[config.mk]
export PLATFORM = sky130hd
export DESIGN_NAME = rgb_to_irgb_ordered_dither
export DESIGN_NICKNAME = d
export VERILOG_FILES = /design/src/hdl/rgbd_pkg.sv /design/src/hdl/rgb_to_irgb_ordered_dither.sv /design/src/hdl/rgbd_mask_sel.sv
export SDC_FILE = /design/constraint.sdc
export NUM_CORES = 1
export LEC_CHECK = 0
export ABC_AREA = 1
export CAP_MARGIN = 20
export CORE_ASPECT_RATIO = 0.75
export CORE_MARGIN = 4
export CORE_UTILIZATION = 55
export DETAILED_ROUTE_END_ITERATION = 6
export DONT_BUFFER_PORTS = 1
export GPL_TIMING_DRIVEN = 0
export PLACE_DENSITY_LB_ADDON = 0.3
export SYNTH_ARGS = -nofsm -noshare
export SYNTH_HDL_FRONTEND = slang
export SYNTH_HIERARCHICAL = 1
export SYNTH_SLANG_ARGS = --single-unit
[constraint.sdc]
create_clock -name aclk -period 9.45 [get_ports aclk]
set_input_delay 1.89 -clock aclk [delete_from_list [all_inputs] [get_ports aclk]]
set_output_delay 1.89 -clock aclk [all_outputs]
set_load 0.05 [all_outputs]
[src/hdl/rgbd_pkg.sv]
`timescale 1ns / 1ps
// shared types, constants and mask tables for the rgb to irgb ordered dither block
// used by every module of the block; depends on nothing

package rgbd_pkg;

    // channel and field widths
    localparam int CHAN_W    = 8;
    localparam int POS_W     = 12;
    localparam int MAPW_W    = 13;
    localparam int ADDR_W    = 23;
    localparam int PROD_W    = MAPW_W + POS_W;
    localparam int ACC_W     = PROD_W + 1;
    localparam int DIV_W     = CHAN_W + 1;
    localparam int QUO_W     = 4;
    localparam int PAT_W     = 16;
    localparam int NCHAN     = 3;

    // pipeline shape: one front stage, one stage per quotient bit, one output stage
    localparam int DIV_STAGES = QUO_W;
    localparam int NSTG       = DIV_STAGES + 2;

    // stream and register port widths
    localparam int S_DATA_W  = 48;
    localparam int M_DATA_W  = 104;
    localparam int APB_AW    = 3;
    localparam int APB_DW    = 32;

    // register select on paddr[2]
    localparam logic REG_MAP_WIDTH = 1'b0;
    localparam logic REG_DITHER_EN = 1'b1;

    // reset values of the registers
    localparam logic [MAPW_W-1:0] MAP_WIDTH_RST = 13'd320;
    localparam logic              DITHER_EN_RST = 1'b1;

    // fixed 4x4 ramp of dither masks, sparse to dense
    localparam logic [PAT_W-1:0] RAMP [16] = '{
        16'h0000, 16'h8000, 16'h8020, 16'h80A0, 16'hA0A0, 16'hA4A0, 16'hA4A1, 16'hA4A5,
        16'hA5A5, 16'hADA5, 16'hADA7, 16'hADAF, 16'hAFAF, 16'hEFAF, 16'hEFBF, 16'hEFFF
    };

    // conversion case chosen from the brightest channel
    typedef enum logic [1:0] {
        KIND_BRIGHT,
        KIND_LGREY,
        KIND_DGREY,
        KIND_COLOR
    } kind_t;

    // payload that travels down the division stages
    typedef struct packed {
        kind_t                         kind;
        logic [CHAN_W-1:0]             mx;
        logic [DIV_W-1:0]              divisor;
        logic [NCHAN-1:0][DIV_W-1:0]   rem;
        logic [NCHAN-1:0][QUO_W-1:0]   quo;
        logic [NCHAN-1:0][QUO_W-1:0]   col_idx;
        logic [3:0]                    clr;
        logic [1:0]                    xq;
        logic [1:0]                    yq;
        logic [ACC_W-1:0]              acc;
    } pipe_t;

    // one result item
    typedef struct packed {
        logic [PAT_W-1:0]  blue_pattern;
        logic [PAT_W-1:0]  green_pattern;
        logic [PAT_W-1:0]  red_pattern;
        logic [PAT_W-1:0]  bright_pattern;
        logic [3:0]        color_index;
        logic [7:0]        or_byte;
        logic [ADDR_W-1:0] byte_address;
    } result_t;

    function automatic logic [PAT_W-1:0] dark_mask(input logic [3:0] idx);
        return RAMP[idx];
    endfunction

    // bright ramp tops out fully set
    function automatic logic [PAT_W-1:0] bright_mask(input logic [3:0] idx);
        return (idx == 4'hF) ? {PAT_W{1'b1}} : RAMP[idx];
    endfunction

    // one restoring division step: returns {quotient bit, new remainder}
    function automatic logic [DIV_W:0] div_step(input logic [DIV_W-1:0] rem,
                                                 input logic [DIV_W-1:0] divisor);
        logic [DIV_W:0] shifted;
        logic [DIV_W:0] diff;
        shifted = {rem, 1'b0};
        diff    = shifted - {1'b0, divisor};
        if (shifted >= {1'b0, divisor}) begin
            return {1'b1, diff[DIV_W-1:0]};
        end else begin
            return {1'b0, shifted[DIV_W-1:0]};
        end
    endfunction

endpackage

[src/hdl/rgb_to_irgb_ordered_dither.sv]
`timescale 1ns / 1ps
// top level of the rgb to irgb ordered dither converter
// depends on rgbd_pkg and rgbd_mask_sel
//
// Converts one pixel (x, y, red, green, blue) to a 4-bit IRGB code.
// Input stream s_*: one transfer per pixel, tdata = {blue, green, red, y_pos, x_pos}.
// Output stream m_*: one transfer per pixel, in order, carrying the packed map
// byte address, the nibble to OR into that byte, the solid color and the four
// 4x4 dither masks.
// APB port: map_width at 0x0, dither_enable at 0x4; write only while idle.
// Stages: one front stage for max, case split and address product, four stages
// of a restoring divider that produce one quotient bit each, one output register.
// Throughput: one pixel per clock while the output is not stalled; every stage
// is a registered slot with its own valid bit.
// Stall: a slot holds its item while the one after it is full and not moving;
// bubbles close up, so s_tready drops only when all six slots are full.
// Reset: aresetn clears every valid bit and reloads map_width = 320 and
// dither_enable = 1.

module rgb_to_irgb_ordered_dither (
    input  logic                          aclk,
    input  logic                          aresetn,
    // input stream
    input  logic                          s_tvalid,
    output logic                          s_tready,
    // [11:0] x_pos, [23:12] y_pos, [31:24] red, [39:32] green, [47:40] blue
    input  logic [rgbd_pkg::S_DATA_W-1:0] s_tdata,
    // result stream
    output logic                          m_tvalid,
    input  logic                          m_tready,
    // [22:0] byte_address, [30:23] or_byte, [34:31] color_index,
    // [50:35] bright_pattern, [66:51] red_pattern, [82:67] green_pattern,
    // [98:83] blue_pattern, [103:99] zero
    output logic [rgbd_pkg::M_DATA_W-1:0] m_tdata,
    // configuration
    input  logic                          psel,
    input  logic                          penable,
    input  logic                          pwrite,
    input  logic [rgbd_pkg::APB_AW-1:0]   paddr,
    input  logic [rgbd_pkg::APB_DW-1:0]   pwdata,
    output logic [rgbd_pkg::APB_DW-1:0]   prdata,
    output logic                          pready
);
    import rgbd_pkg::*;

    logic [MAPW_W-1:0] map_width_reg;
    logic              dither_en_reg;

    logic [NSTG-1:0]   vld_reg;
    logic [NSTG-1:0]   rdy;
    pipe_t             stg_reg [DIV_STAGES+1];
    pipe_t             stg_next [DIV_STAGES+1];
    result_t           res_reg;
    result_t           res_next;

    logic [POS_W-1:0]  x_in;
    logic [POS_W-1:0]  y_in;
    logic [CHAN_W-1:0] r_in;
    logic [CHAN_W-1:0] g_in;
    logic [CHAN_W-1:0] b_in;
    logic [CHAN_W-1:0] mx;
    logic [9:0]        spread;
    logic              cfg_wr;
    logic [POS_W-1:0]  x_hold;

    // configuration registers
    assign cfg_wr = psel & penable & pwrite & pready;
    assign pready = 1'b1;

    always_ff @(posedge aclk) begin
        if (!aresetn) begin
            map_width_reg <= MAP_WIDTH_RST;
            dither_en_reg <= DITHER_EN_RST;
        end else if (cfg_wr) begin
            case (paddr[2])
                REG_MAP_WIDTH: map_width_reg <= pwdata[MAPW_W-1:0];
                REG_DITHER_EN: dither_en_reg <= pwdata[0];
                default: ;
            endcase
        end
    end

    always_comb begin
        case (paddr[2])
            REG_MAP_WIDTH: prdata = {{(APB_DW-MAPW_W){1'b0}}, map_width_reg};
            REG_DITHER_EN: prdata = {{(APB_DW-1){1'b0}}, dither_en_reg};
            default:       prdata = '0;
        endcase
    end

    // ready chain: a slot moves when empty or when the next slot moves
    assign rdy[NSTG-1] = !vld_reg[NSTG-1] || m_tready;
    genvar gr;
    generate
        for (gr = 0; gr < NSTG-1; gr++) begin : g_rdy
            assign rdy[gr] = !vld_reg[gr] || rdy[gr+1];
        end
    endgenerate
    assign s_tready = rdy[0];

    // input field unpack
    assign x_in = s_tdata[11:0];
    assign y_in = s_tdata[23:12];
    assign r_in = s_tdata[31:24];
    assign g_in = s_tdata[39:32];
    assign b_in = s_tdata[47:40];

    // front stage: brightest channel, case split, solid color, address product
    always_comb begin
        if (r_in >= g_in && r_in >= b_in) begin
            mx = r_in;
        end else if (g_in >= b_in) begin
            mx = g_in;
        end else begin
            mx = b_in;
        end
        spread = {2'b00, mx - r_in} + {2'b00, mx - g_in} + {2'b00, mx - b_in};

        stg_next[0].mx         = mx;
        stg_next[0].divisor    = {1'b0, mx} + 9'd8;
        stg_next[0].rem        = {{1'b0, b_in}, {1'b0, g_in}, {1'b0, r_in}};
        stg_next[0].quo        = '0;
        stg_next[0].col_idx    = {b_in[6:3], g_in[6:3], r_in[6:3]};
        stg_next[0].xq         = x_in[1:0];
        stg_next[0].yq         = y_in[1:0];
        stg_next[0].acc        = {1'b0, PROD_W'(map_width_reg) * PROD_W'(y_in)};

        if (mx[7]) begin
            stg_next[0].kind = KIND_BRIGHT;
            stg_next[0].clr  = {1'b1, r_in[7], g_in[7], b_in[7]};
        end else if (spread < 10'd8) begin
            if (mx[6]) begin
                stg_next[0].kind = KIND_LGREY;
                stg_next[0].clr  = 4'h7;
            end else begin
                stg_next[0].kind = KIND_DGREY;
                stg_next[0].clr  = {mx[5], 3'b000};
            end
        end else begin
            stg_next[0].kind = KIND_COLOR;
            stg_next[0].clr  = {1'b0, r_in[6], g_in[6], b_in[6]};
        end
    end

    always_ff @(posedge aclk) begin
        if (rdy[0] && s_tvalid) begin
            stg_reg[0] <= stg_next[0];
        end
    end

    // full column held beside the front stage for the address add
    always_ff @(posedge aclk) begin
        if (rdy[0] && s_tvalid) begin
            x_hold <= x_in;
        end
    end

    // divider stages: one quotient bit per stage for each channel
    genvar gk;
    generate
        for (gk = 1; gk <= DIV_STAGES; gk++) begin : g_div
            always_comb begin
                logic [DIV_W:0] step;
                stg_next[gk] = stg_reg[gk-1];
                for (int c = 0; c < NCHAN; c++) begin
                    step = div_step(stg_reg[gk-1].rem[c], stg_reg[gk-1].divisor);
                    stg_next[gk].rem[c] = step[DIV_W-1:0];
                    stg_next[gk].quo[c] = {stg_reg[gk-1].quo[c][QUO_W-2:0], step[DIV_W]};
                end
                // column added to the row product in the first divider stage
                if (gk == 1) begin
                    stg_next[gk].acc = stg_reg[gk-1].acc
                                     + {{(ACC_W-POS_W){1'b0}}, x_hold};
                end
            end

            always_ff @(posedge aclk) begin
                if (rdy[gk] && vld_reg[gk-1]) begin
                    stg_reg[gk] <= stg_next[gk];
                end
            end
        end
    endgenerate

    // output stage
    rgbd_mask_sel u_mask_sel (
        .stg_in    (stg_reg[DIV_STAGES]),
        .dither_en (dither_en_reg),
        .res_out   (res_next)
    );

    always_ff @(posedge aclk) begin
        if (rdy[NSTG-1] && vld_reg[NSTG-2]) begin
            res_reg <= res_next;
        end
    end

    // valid bits travel with the data
    always_ff @(posedge aclk) begin
        if (!aresetn) begin
            vld_reg <= '0;
        end else begin
            if (rdy[0]) begin
                vld_reg[0] <= s_tvalid;
            end
            for (int k = 1; k < NSTG; k++) begin
                if (rdy[k]) begin
                    vld_reg[k] <= vld_reg[k-1];
                end
            end
        end
    end

    assign m_tvalid = vld_reg[NSTG-1];
    assign m_tdata  = {{(M_DATA_W-$bits(result_t)){1'b0}}, res_reg};

endmodule

[src/hdl/rgbd_mask_sel.sv]
`timescale 1ns / 1ps
// mask table lookup, 4x4 pixel pick and nibble placement for the last stage
// depends on rgbd_pkg

module rgbd_mask_sel (
    input  rgbd_pkg::pipe_t   stg_in,
    input  logic              dither_en,
    output rgbd_pkg::result_t res_out
);
    import rgbd_pkg::*;

    logic [PAT_W-1:0] pi;
    logic [PAT_W-1:0] pr;
    logic [PAT_W-1:0] pg;
    logic [PAT_W-1:0] pb;
    logic [PAT_W-1:0] grey;
    logic [3:0]       ofst;
    logic [3:0]       pix;

    // masks per conversion case
    always_comb begin
        grey = dark_mask(stg_in.mx[5:2]);
        case (stg_in.kind)
            KIND_BRIGHT: begin
                pi = bright_mask(stg_in.mx[6:3]);
                pr = bright_mask(stg_in.quo[0]);
                pg = bright_mask(stg_in.quo[1]);
                pb = bright_mask(stg_in.quo[2]);
            end
            KIND_LGREY: begin
                pi = ~grey;
                pr = grey;
                pg = grey;
                pb = grey;
            end
            KIND_DGREY: begin
                pi = grey;
                pr = '0;
                pg = '0;
                pb = '0;
            end
            default: begin
                pi = '0;
                pr = dark_mask(stg_in.col_idx[0]);
                pg = dark_mask(stg_in.col_idx[1]);
                pb = dark_mask(stg_in.col_idx[2]);
            end
        endcase
    end

    // pixel from the masks at the 4x4 position, or the solid color
    always_comb begin
        ofst = {stg_in.yq, stg_in.xq};
        if (dither_en) begin
            pix = {pi[ofst], pr[ofst], pg[ofst], pb[ofst]};
        end else begin
            pix = stg_in.clr;
        end
    end

    // odd columns take the high nibble
    always_comb begin
        res_out.byte_address   = stg_in.acc[ADDR_W:1];
        res_out.or_byte        = stg_in.xq[0] ? {pix, 4'h0} : {4'h0, pix};
        res_out.color_index    = stg_in.clr;
        res_out.bright_pattern = pi;
        res_out.red_pattern    = pr;
        res_out.green_pattern  = pg;
        res_out.blue_pattern   = pb;
    end

endmodule

# [Yosys cells after proc, flatten, opt, wreduce, memory -nomap -nowiden]
# Memories as Yosys holds them, arrays and structs flattened.
# Cells that the tools add are included.
[totals] elab_cells=175 mem_count=9 romBits=2048 input_bits=90 latch_bits=0 register_bits=131 mem_bits_rw=520 output_inout_bits=139
[op_classes] reduce_logical=22 bitwise_logic=12 order_cmp=25 shifts=0 n_addsub=19 div_mod_pow=0 n_mux=64 mul=1 eq_ne=6
[mem_list] memory="stg_reg" depth=5 word_bits=104 read_ports=5 rd_clocked_by_memory_dff=0 write_ports=5 line_no="rgb_to_irgb_ordered_dither.sv:51" rtl="pipe_t stg_reg [DIV_STAGES+1];"
[mem_list] memory="(name not given)" depth=16 word_bits=16 read_ports=1 rd_clocked_by_memory_dff=0 write_ports=0 line_no="rgbd_pkg.sv:82" rtl="return (idx == 4'hF) ? {PAT_W{1'b1}} : RAMP[idx];"
[mem_list] memory="(name not given)" depth=16 word_bits=16 read_ports=1 rd_clocked_by_memory_dff=0 write_ports=0 line_no="rgbd_pkg.sv:77" rtl="return RAMP[idx];"
[mem_list] memory="(name not given)" depth=16 word_bits=16 read_ports=1 rd_clocked_by_memory_dff=0 write_ports=0 line_no="rgbd_pkg.sv:82"
[mem_list] memory="(name not given)" depth=16 word_bits=16 read_ports=1 rd_clocked_by_memory_dff=0 write_ports=0 line_no="rgbd_pkg.sv:82"
[mem_list] memory="(name not given)" depth=16 word_bits=16 read_ports=1 rd_clocked_by_memory_dff=0 write_ports=0 line_no="rgbd_pkg.sv:82"
[mem_list] memory="3 more memories"
[op_table] operator="$mux W16" n=20
[op_table] operator="$pmux W16 S3" n=4
[op_table] operator="$ge A10 B9 Y1" n=12
[op_table] operator="$mux W10" n=12
[op_table] operator="$sub A9 B9 Y9" n=12
[op_table] operator="$pmux W32 S2" n=1
[op_table] operator="$ge A5 B5 Y1 const B" n=8
[op_table] operator="$not A4 Y5" n=8
[op_table] operator="$add A26 B12 Y26" n=1
[op_table] operator="$mul A13 B12 Y25" n=1
[op_table] operator="$ge A8 B8 Y1" n=3
[op_table] operator="$sub A8 B8 Y8" n=3
[op_table] operator="$bmux W1 S4" n=4
[op_table] operator="$eq A4 B4 Y1 const B" n=4
[op_table] operator="$mux W4" n=4
[op_table] operator="$mux W8" n=2
[op_table] operator="$not A16 Y16" n=1
[op_table] operator="$mux W1" n=14
[op_table] operator="$add A9 B8 Y10" n=1
[op_table] operator="$lt A10 B4 Y1 const B" n=1
[op_table] operator="$add A8 B4 Y9 const B" n=1
[op_table] operator="$add A8 B8 Y9" n=1
[op_table] operator="$logic_and A1 B1 Y1" n=7
[op_table] operator="$logic_not A1 Y1" n=6
[op_table] operator="9 further kinds" n=18

# [Longest topological paths before layout]
# Gate-level depths: netlist of the first run.
[depth] word_depth=10 mapped_depth=39 depth_no_buf=38

# [Hierarchy]
# The synthesis of the first run kept the hierarchy.
[modules_own_cells] module="rgb_to_irgb_ordered_dither" n_inst=1 seq_area_each_um2=17456.7 cells_each=2776 area_each_um2=31775.5
[modules_own_cells] module="rgbd_mask_sel" n_inst=1 seq_area_each_um2=0.0 cells_each=641 area_each_um2=2912.8

# [Least setup slack after synthesis of the first run]
# Ideal clock, no wire load.
[synth_path] path_kind="input to register" from="input port m_tready" to="memory stg_reg[0][192] (netlist bit), enable pin" setup_time_ns=0.552 setup_slack_ns=2.660 cell_stages=8 required_time_ns=8.898 t_arrival_ns=6.239 path_buffers=0 cell_sequence="nor2_1 inv_1 nor2_1 inv_1 nor2_1 inv_1 nor2_1 nor2_1"
[synth_rtl] element="start: declaration" line_no="rgb_to_irgb_ordered_dither.sv:30" rtl="input logic m_tready,"
[synth_rtl] element="end: declaration" line_no="rgb_to_irgb_ordered_dither.sv:51"

==> run_results.csv, run 1 <==
group,metric,value,unit
critical_path,crit_path_max_fanout,10,
die,chipHeight,218,um
power_and_ir_drop,power.clock.fraction,29.3,%
power_and_ir_drop,design_power_total,7.12,mW
die,boundaryPins,229,
clock_tree,clock_tree_root,"clkbuf_16",
die,rows,76,
power_and_ir_drop,ir_worst_vdd,0.000237,V
final_layout,drive_gt1_share,6.72,%
critical_path,ff2ff_path_depth,18,
critical_path,cp-end-kind,"register",
routing,antenna_violating_nets_post_route,0,
routing,postRouteWirelength,83.2,mm
power_and_ir_drop,static-leakage-power,15.7,nW
clock_tree,tritoncts,"built",
worst_hold_path,whs_endpoint,"stg_reg[0][212]",
final_layout,area_growth_syn_to_layout,9.39,%
critical_path,crit_family,"compound AO/OA/AOI/OAI gates",
logic_synthesis,synth_area_per_cell,10.0,sq um
power_and_ir_drop,power_per_cell_area,201,nW/um^2
critical_path,timing.critical_path.buf_inv,7,
worst_hold_path,min_from,"stg_reg[0][108]",
critical_path,r2r-start,"map_width_reg[0]",
final_layout,finish.cell_count_without_fillers,4141,
power_and_ir_drop,seqPwrFrac,40.5,%
placed_design,detailedPlace.worstSlack,1.90,ns
routing,drt-met1-wl,39.5,mm
routing,detail_route_met2_wl,34.3,mm
clock_tree,clk_pin_slew,0.06,ns
critical_path,timing.critical_path.arrival,7.38,ns
power_and_ir_drop,internal_power_component,4.74,mW
timing,maxClockFrequency,142,MHz
critical_path,required_time_of_the_critical_path,9.80,ns
global_route,grt_first_pass_wirelength,127,mm
final_layout,antennaDiodeCount,0,
logic_synthesis,syn_area,32400,sq um
placed_design,post-place-cells,4044,
worst_hold_path,hold_path.class,"reg2reg",
timing,final-hold-violation-count,0,
run_status,outcome,"completed",
power_and_ir_drop,switching_share,33.5,%
routing,routed.top_layer,"met5",
routing,remaining_drc_errors,0,
placed_design,post_dp_cell_area,33700,sq um
run,drv.max_cap_violation_count,0,
clock_tree,post_cts_resize_count,0,
routing,dr.pass1.iters,6,
timing,max_slew.worst_pin.slew,0.931,ns
critical_path,worst-setup-path-type,"in2reg",
power_and_ir_drop,pwr-share-comb,30.2,%
clock_tree,tritoncts_num_sinks,535,
routing,vias,23110,
timing,layout_min_cycle_time,7.04,ns
routing,wl_met3,7.50,mm
die,die_area,62800,sq um
critical_path,crit_path_top_delay_cell,"o21ai_0",
timing,setup-tns-final,0,ns
final_layout,largest_register_ffs,404,
global_route,pin_count_of_the_biggest_net_entering_global_routing,72,
critical_path,cp_slowest_stage_delay,0.70,ns
placed_design,place.detailed.hpwl,65.5,mm
timing,rsz0062_at_grt,"no",
placed_design,portBuffers,0,
timing,report.final.slew_viol_count,0,
critical_path,start_kind,"input port",
die,die_width,288,um
global_route,grt.overflow.total,0,
routing,detail_route.wl_per_cell,20.1,um
timing,finalCritPeriodShare,74.5,%
critical_path,ff2ff_setup_slack,3.67,ns
timing,timing.max_slew.rel_slack,37.8,%
clock_tree,cts_max_path_buffers,3,
die,initial_utilization,56.0,%
clock_tree,clock_latency,0.61,ns
power_and_ir_drop,switchingPower,2.38,mW
logic_synthesis,yosys_warnings,6,
routing,drt-vias-per-instance,5.58,
worst_hold_path,worst_hold_path.num_cells,0,
timing,worst_clk_skew,0.0252,ns
clock_tree,post-cts-setup-buffers,0,
global_route,antenna_found_initial,1,
critical_path,crit-reg2reg-capture,"stg_reg[0][20]",
global_route,vias_in_the_first_global_route,22036,
global_route,groute.usage.overall,26.4,%
clock_tree,total_clock_buffers_created_by_cts,52,
clock_tree,htreeDepth,2,
routing,drt-initial-drc-count,2327,
logic_synthesis,synthesis.instances,3232,
timing,hold_ws,0.401,ns
critical_path,critical-path-top-cell-by-count,"inv_1",
timing,setup_violations,0,
final_layout,final_util,61.2,%
clock_tree,hold_buf_count_cts,0,
placed_design,place.gp.congestion,0.952,
final_layout,stdcell_area,35400,sq um
final_layout,fin_nets,3777,
timing,setup_ws,2.41,ns
die,fp.coreArea,57800,sq um
==> metal layers <==
| layer | track usage (%) | vias up |
|---|---|---|
| li1 | - | 10907 |
| met1 | 41.6 | 11069 |
| met2 | 37.1 | 1003 |
| met3 | 5.51 | 129 |
| met4 | 6.59 | 2 |
| met5 | 0 | - |
==> cell usage in the layout, fill, tap and decap left out, types with 4 or more instances in the layout <==
cell and instances:
a211oi_1 10, a21boi_0 10, a21o_1 17, a21oi_1 163, a31oi_1 7, and2_1 20
buf_12 7, buf_2 14, buf_4 56, buf_6 4, bufinv_16 5, clkbuf_1 52
clkbuf_16 52, clkinv_1 6, clkinv_2 9, clkinvlp_4 5, conb_1 25, dfxtp_1 20
edfxtp_1 515, fa_1 133, ha_1 236, inv_1 446, inv_2 17, nand2_1 756
nand2_2 7, nand3_1 219, nand3_2 6, nand3b_1 12, nand4_1 28, nor2_1 141
nor2_2 9, nor2_4 4, nor3_1 11, o211ai_1 24, o21ai_0 105, o21ai_1 50
o21bai_1 5, xnor2_1 61, xor2_1 51
==> how the worst max path moves through the flow <==
stage	endpoint	start	slack, ns	cells past startpoint
floorplan	m_tdata[0]	m_tready	2.80	2
global placement	stg_reg[0][154]	m_tready	1.20	10
detailed placement	stg_reg[0][87]	s_tdata[39]	1.90	29
CTS	stg_reg[0][87]	s_tdata[39]	2.53	29
global route	stg_reg[0][31]	s_tdata[41]	2.05	32
finish	stg_reg[0][87]	s_tdata[39]	2.41	29
==> power groups by stage <==
stage | sequential [mW] | clock, mW | combinational (mW)
detailed placement | 2.93 | 0 | 2.10
CTS | 2.88 | 2.14 | 2.12
finish | 2.89 | 2.09 | 2.15
global placement | 2.94 | 0 | 2.02
floorplan | 2.90 | 0 | 1.62
global route | 2.90 | 2.25 | 2.43
==> area by class of cell <==
type                       instances  area, sq um
clock buffer                      65         1370
clock inverter                    32          384
multi-input combinational       2133        14100
inverter                         469         1770
fill                            4845        22400
sequential                       535        15900
buffer                           118          701
tap                              780          976
timing repair buffer               9          195
(Power assumes the default switching activity.)
==> inputs of run 2 (changes only) <==
--- a/config.mk
+++ b/config.mk
@@ -5,7 +5,7 @@
 export SDC_FILE = /design/constraint.sdc
 export NUM_CORES = 1
 export LEC_CHECK = 0
-export ABC_AREA = 1
+export ABC_AREA = 0
 export CAP_MARGIN = 20
 export CORE_ASPECT_RATIO = 0.75
 export CORE_MARGIN = 4
==> constraint.sdc (replaced) <==
create_clock -name aclk -period 7.2 [get_ports aclk]
set_input_delay 1.44 -clock aclk [delete_from_list [all_inputs] [get_ports aclk]]
set_output_delay 1.44 -clock aclk [all_outputs]
set_load 0.05 [all_outputs]
==> run 2 against run 1 <==
  * Clock power increased by 31%
  * Hold slack improved by 0.013 ns
  * Cell area decreased by 2.0%
  * Core utilization increased by 0.36 points
  * Highest routed layer is now met4
==> run_results.csv, run 2 <==
group,metric,value,unit
run_status,outcome,"completed",
global_route,pin_count_of_the_biggest_net_entering_global_routing,41,
final_layout,final_cell_mix,"515 x edfxtp_1, 246 x inv_1, 236 x ha_1",
die,chipHeight,215,um
routing,detail_route.wl_per_cell,22.1,um
routing,postRouteWirelength,78.6,mm
final_layout,regArea,15900,sq um
logic_synthesis,yosys_warnings,6,
final_layout,drive_gt1_share,7.98,%
power_and_ir_drop,ir_worst_vdd,0.000208,V
critical_path,critical-path-top-cell-by-count,"o21ai_0",
clock_tree,post_cts_resize_count,0,
routing,vias,20717,
global_route,groute.usage.overall,25.5,%
final_layout,fin_nets,3236,
power_and_ir_drop,static-leakage-power,14.0,nW
critical_path,timing.critical_path.arrival,7.04,ns
final_layout,mostFrequentLayoutCell,"edfxtp_1",
final_layout,area_growth_syn_to_layout,9.91,%
logic_synthesis,syn_area,31600,sq um
die,fp.coreArea,56300,sq um
final_layout,largest_register_ffs,404,
placed_design,place.gp.congestion,0.968,
die,die_width,285,um
clock_tree,total_clock_buffers_created_by_cts,53,
timing,worst_clk_skew,0.0277,ns
die,die_area,61300,sq um
timing,rsz0062_at_grt,"no",
timing,setup_violations,0,
run,drv.max_cap_violation_count,0,
timing,final-hold-violation-count,0,
critical_path,cp-end-kind,"register",
timing,hold_ws,0.415,ns
clock_tree,hold_buf_count_cts,0,
clock_tree,clock_latency,0.61,ns
routing,antenna_violating_nets_post_route,0,
critical_path,start_kind,"input port",
global_route,grt.overflow.total,0,
timing,timing.max_slew.rel_slack,30.0,%
routing,remaining_drc_errors,0,
global_route,grt_first_pass_wirelength,121,mm
die,initial_utilization,56.0,%
timing,max_slew.worst_pin.slew,1.05,ns
routing,drt-vias-per-instance,5.83,
critical_path,crit_path_max_fanout,10,
die,boundaryPins,229,
global_route,vias_in_the_first_global_route,20477,
placed_design,place.detailed.hpwl,61.8,mm
critical_path,crit_path_top_delay_cell,"fa_1",
routing,dr.pass1.iters,5,
final_layout,multi_input_area,14100,sq um
timing,report.final.slew_viol_count,0,
clock_tree,post-cts-setup-buffers,0,
global_route,antenna_found_initial,4,
clock_tree,clk_pin_slew,0.06,ns
routing,drt-initial-drc-count,1728,
timing,finalCritPeriodShare,92.8,%
critical_path,cp_slowest_stage_delay,0.51,ns
clock_tree,tritoncts_num_sinks,535,
clock_tree,htreeDepth,2,
logic_synthesis,synth_area_per_cell,11.8,sq um
critical_path,required_time_of_the_critical_path,7.56,ns
timing,maxClockFrequency,150,MHz
die,rows,75,
critical_path,worst-setup-path-type,"in2reg",
power_and_ir_drop,power_per_cell_area,229,nW/um^2
clock_tree,clock_tree_root,"clkbuf_16",
final_layout,final_util,61.6,%
logic_synthesis,synthesis.instances,2683,
placed_design,portBuffers,0,
final_layout,fill_cells,4376,
clock_tree,cts_max_path_buffers,3,
timing,layout_min_cycle_time,6.68,ns
worst_hold_path,hold_path.class,"reg2reg",
clock_tree,tritoncts,"built",
run 2: cell types whose count changed in the layout (fill, tap and decap cells not counted), moves of 22 or more:
| cell | before | now |
|---|---|---|
| a21o_1 | 17 | 72 |
| and2_1 | 20 | 63 |
| clkbuf_1 | 52 | 87 |
| inv_1 | 446 | 246 |
| mux2_2 | 0 | 22 |
| nand2_1 | 756 | 205 |
| nand2b_1 | 0 | 53 |
| nand3_1 | 219 | 25 |
| nor2b_1 | 0 | 62 |
| nor3_1 | 11 | 44 |
| o21a_1 | 2 | 24 |
| o21ai_1 | 50 | 3 |
run 2: per-stage QoR:
step	instance area [sq um]	setup TNS [ns]	instances	setup slack (ns)	power, mW
after floorplan	31600	0	2706	0.465	4.87
after global placement	32600	-532.78	3437	-1.74	5.21
after detailed placement	32900	-0.302	3452	-0.224	5.26
after CTS	34700	0	3550	0.433	8.02
after global routing	34700	0	3552	0.136	8.37
final	34700	0	3554	0.521	7.95
run 2: layer usage:
metal  global-route usage [%]  share of wire [%]
met2                     37.2                 42
met5                        0                  0
met4                     6.30                2.2
met3                     5.22                8.3
met1                     39.4                 47
run 2: worst paths after layout:
check                                 startpoint              end  slack, ns  depth (start not counted)
worst max-delay path                 s_tdata[42]   stg_reg[0][31]       0.52                         27
worst min-delay path             stg_reg[0][398]  stg_reg[0][502]       0.41                          0
worst max register to register  map_width_reg[8]   stg_reg[0][18]       1.26                         18
worst min register to register   stg_reg[0][398]  stg_reg[0][502]       0.41                          0
run 2: layout make-up:
class	count	share of cell area [%]
clock inverter	33	1.06
sequential	535	45.7
timing repair buffer	16	0.909
buffer	153	2.31
multi-input combinational	1771	40.7
clock buffer	65	3.95
tap	731	2.64
antenna	3	0.0216
inverter	247	2.67
run 2: worst max-delay path, delay by kind of cell:
kind | cells | cell delay, ns
buffers and inverters | 4 | 0.64
XOR/XNOR | 1 | 0.11
adder cells (fa/ha/maj) | 4 | 1.37
AO/OA/AOI/OAI | 12 | 2.45
AND/OR/NAND/NOR | 6 | 1.03
run 2: where the power goes:
group          leakage [nW]  switching [mW]  internal [mW]
sequential             4.92          0.0935           3.60
combinational          8.19           0.886          0.634
clock                 0.847            1.16           1.59
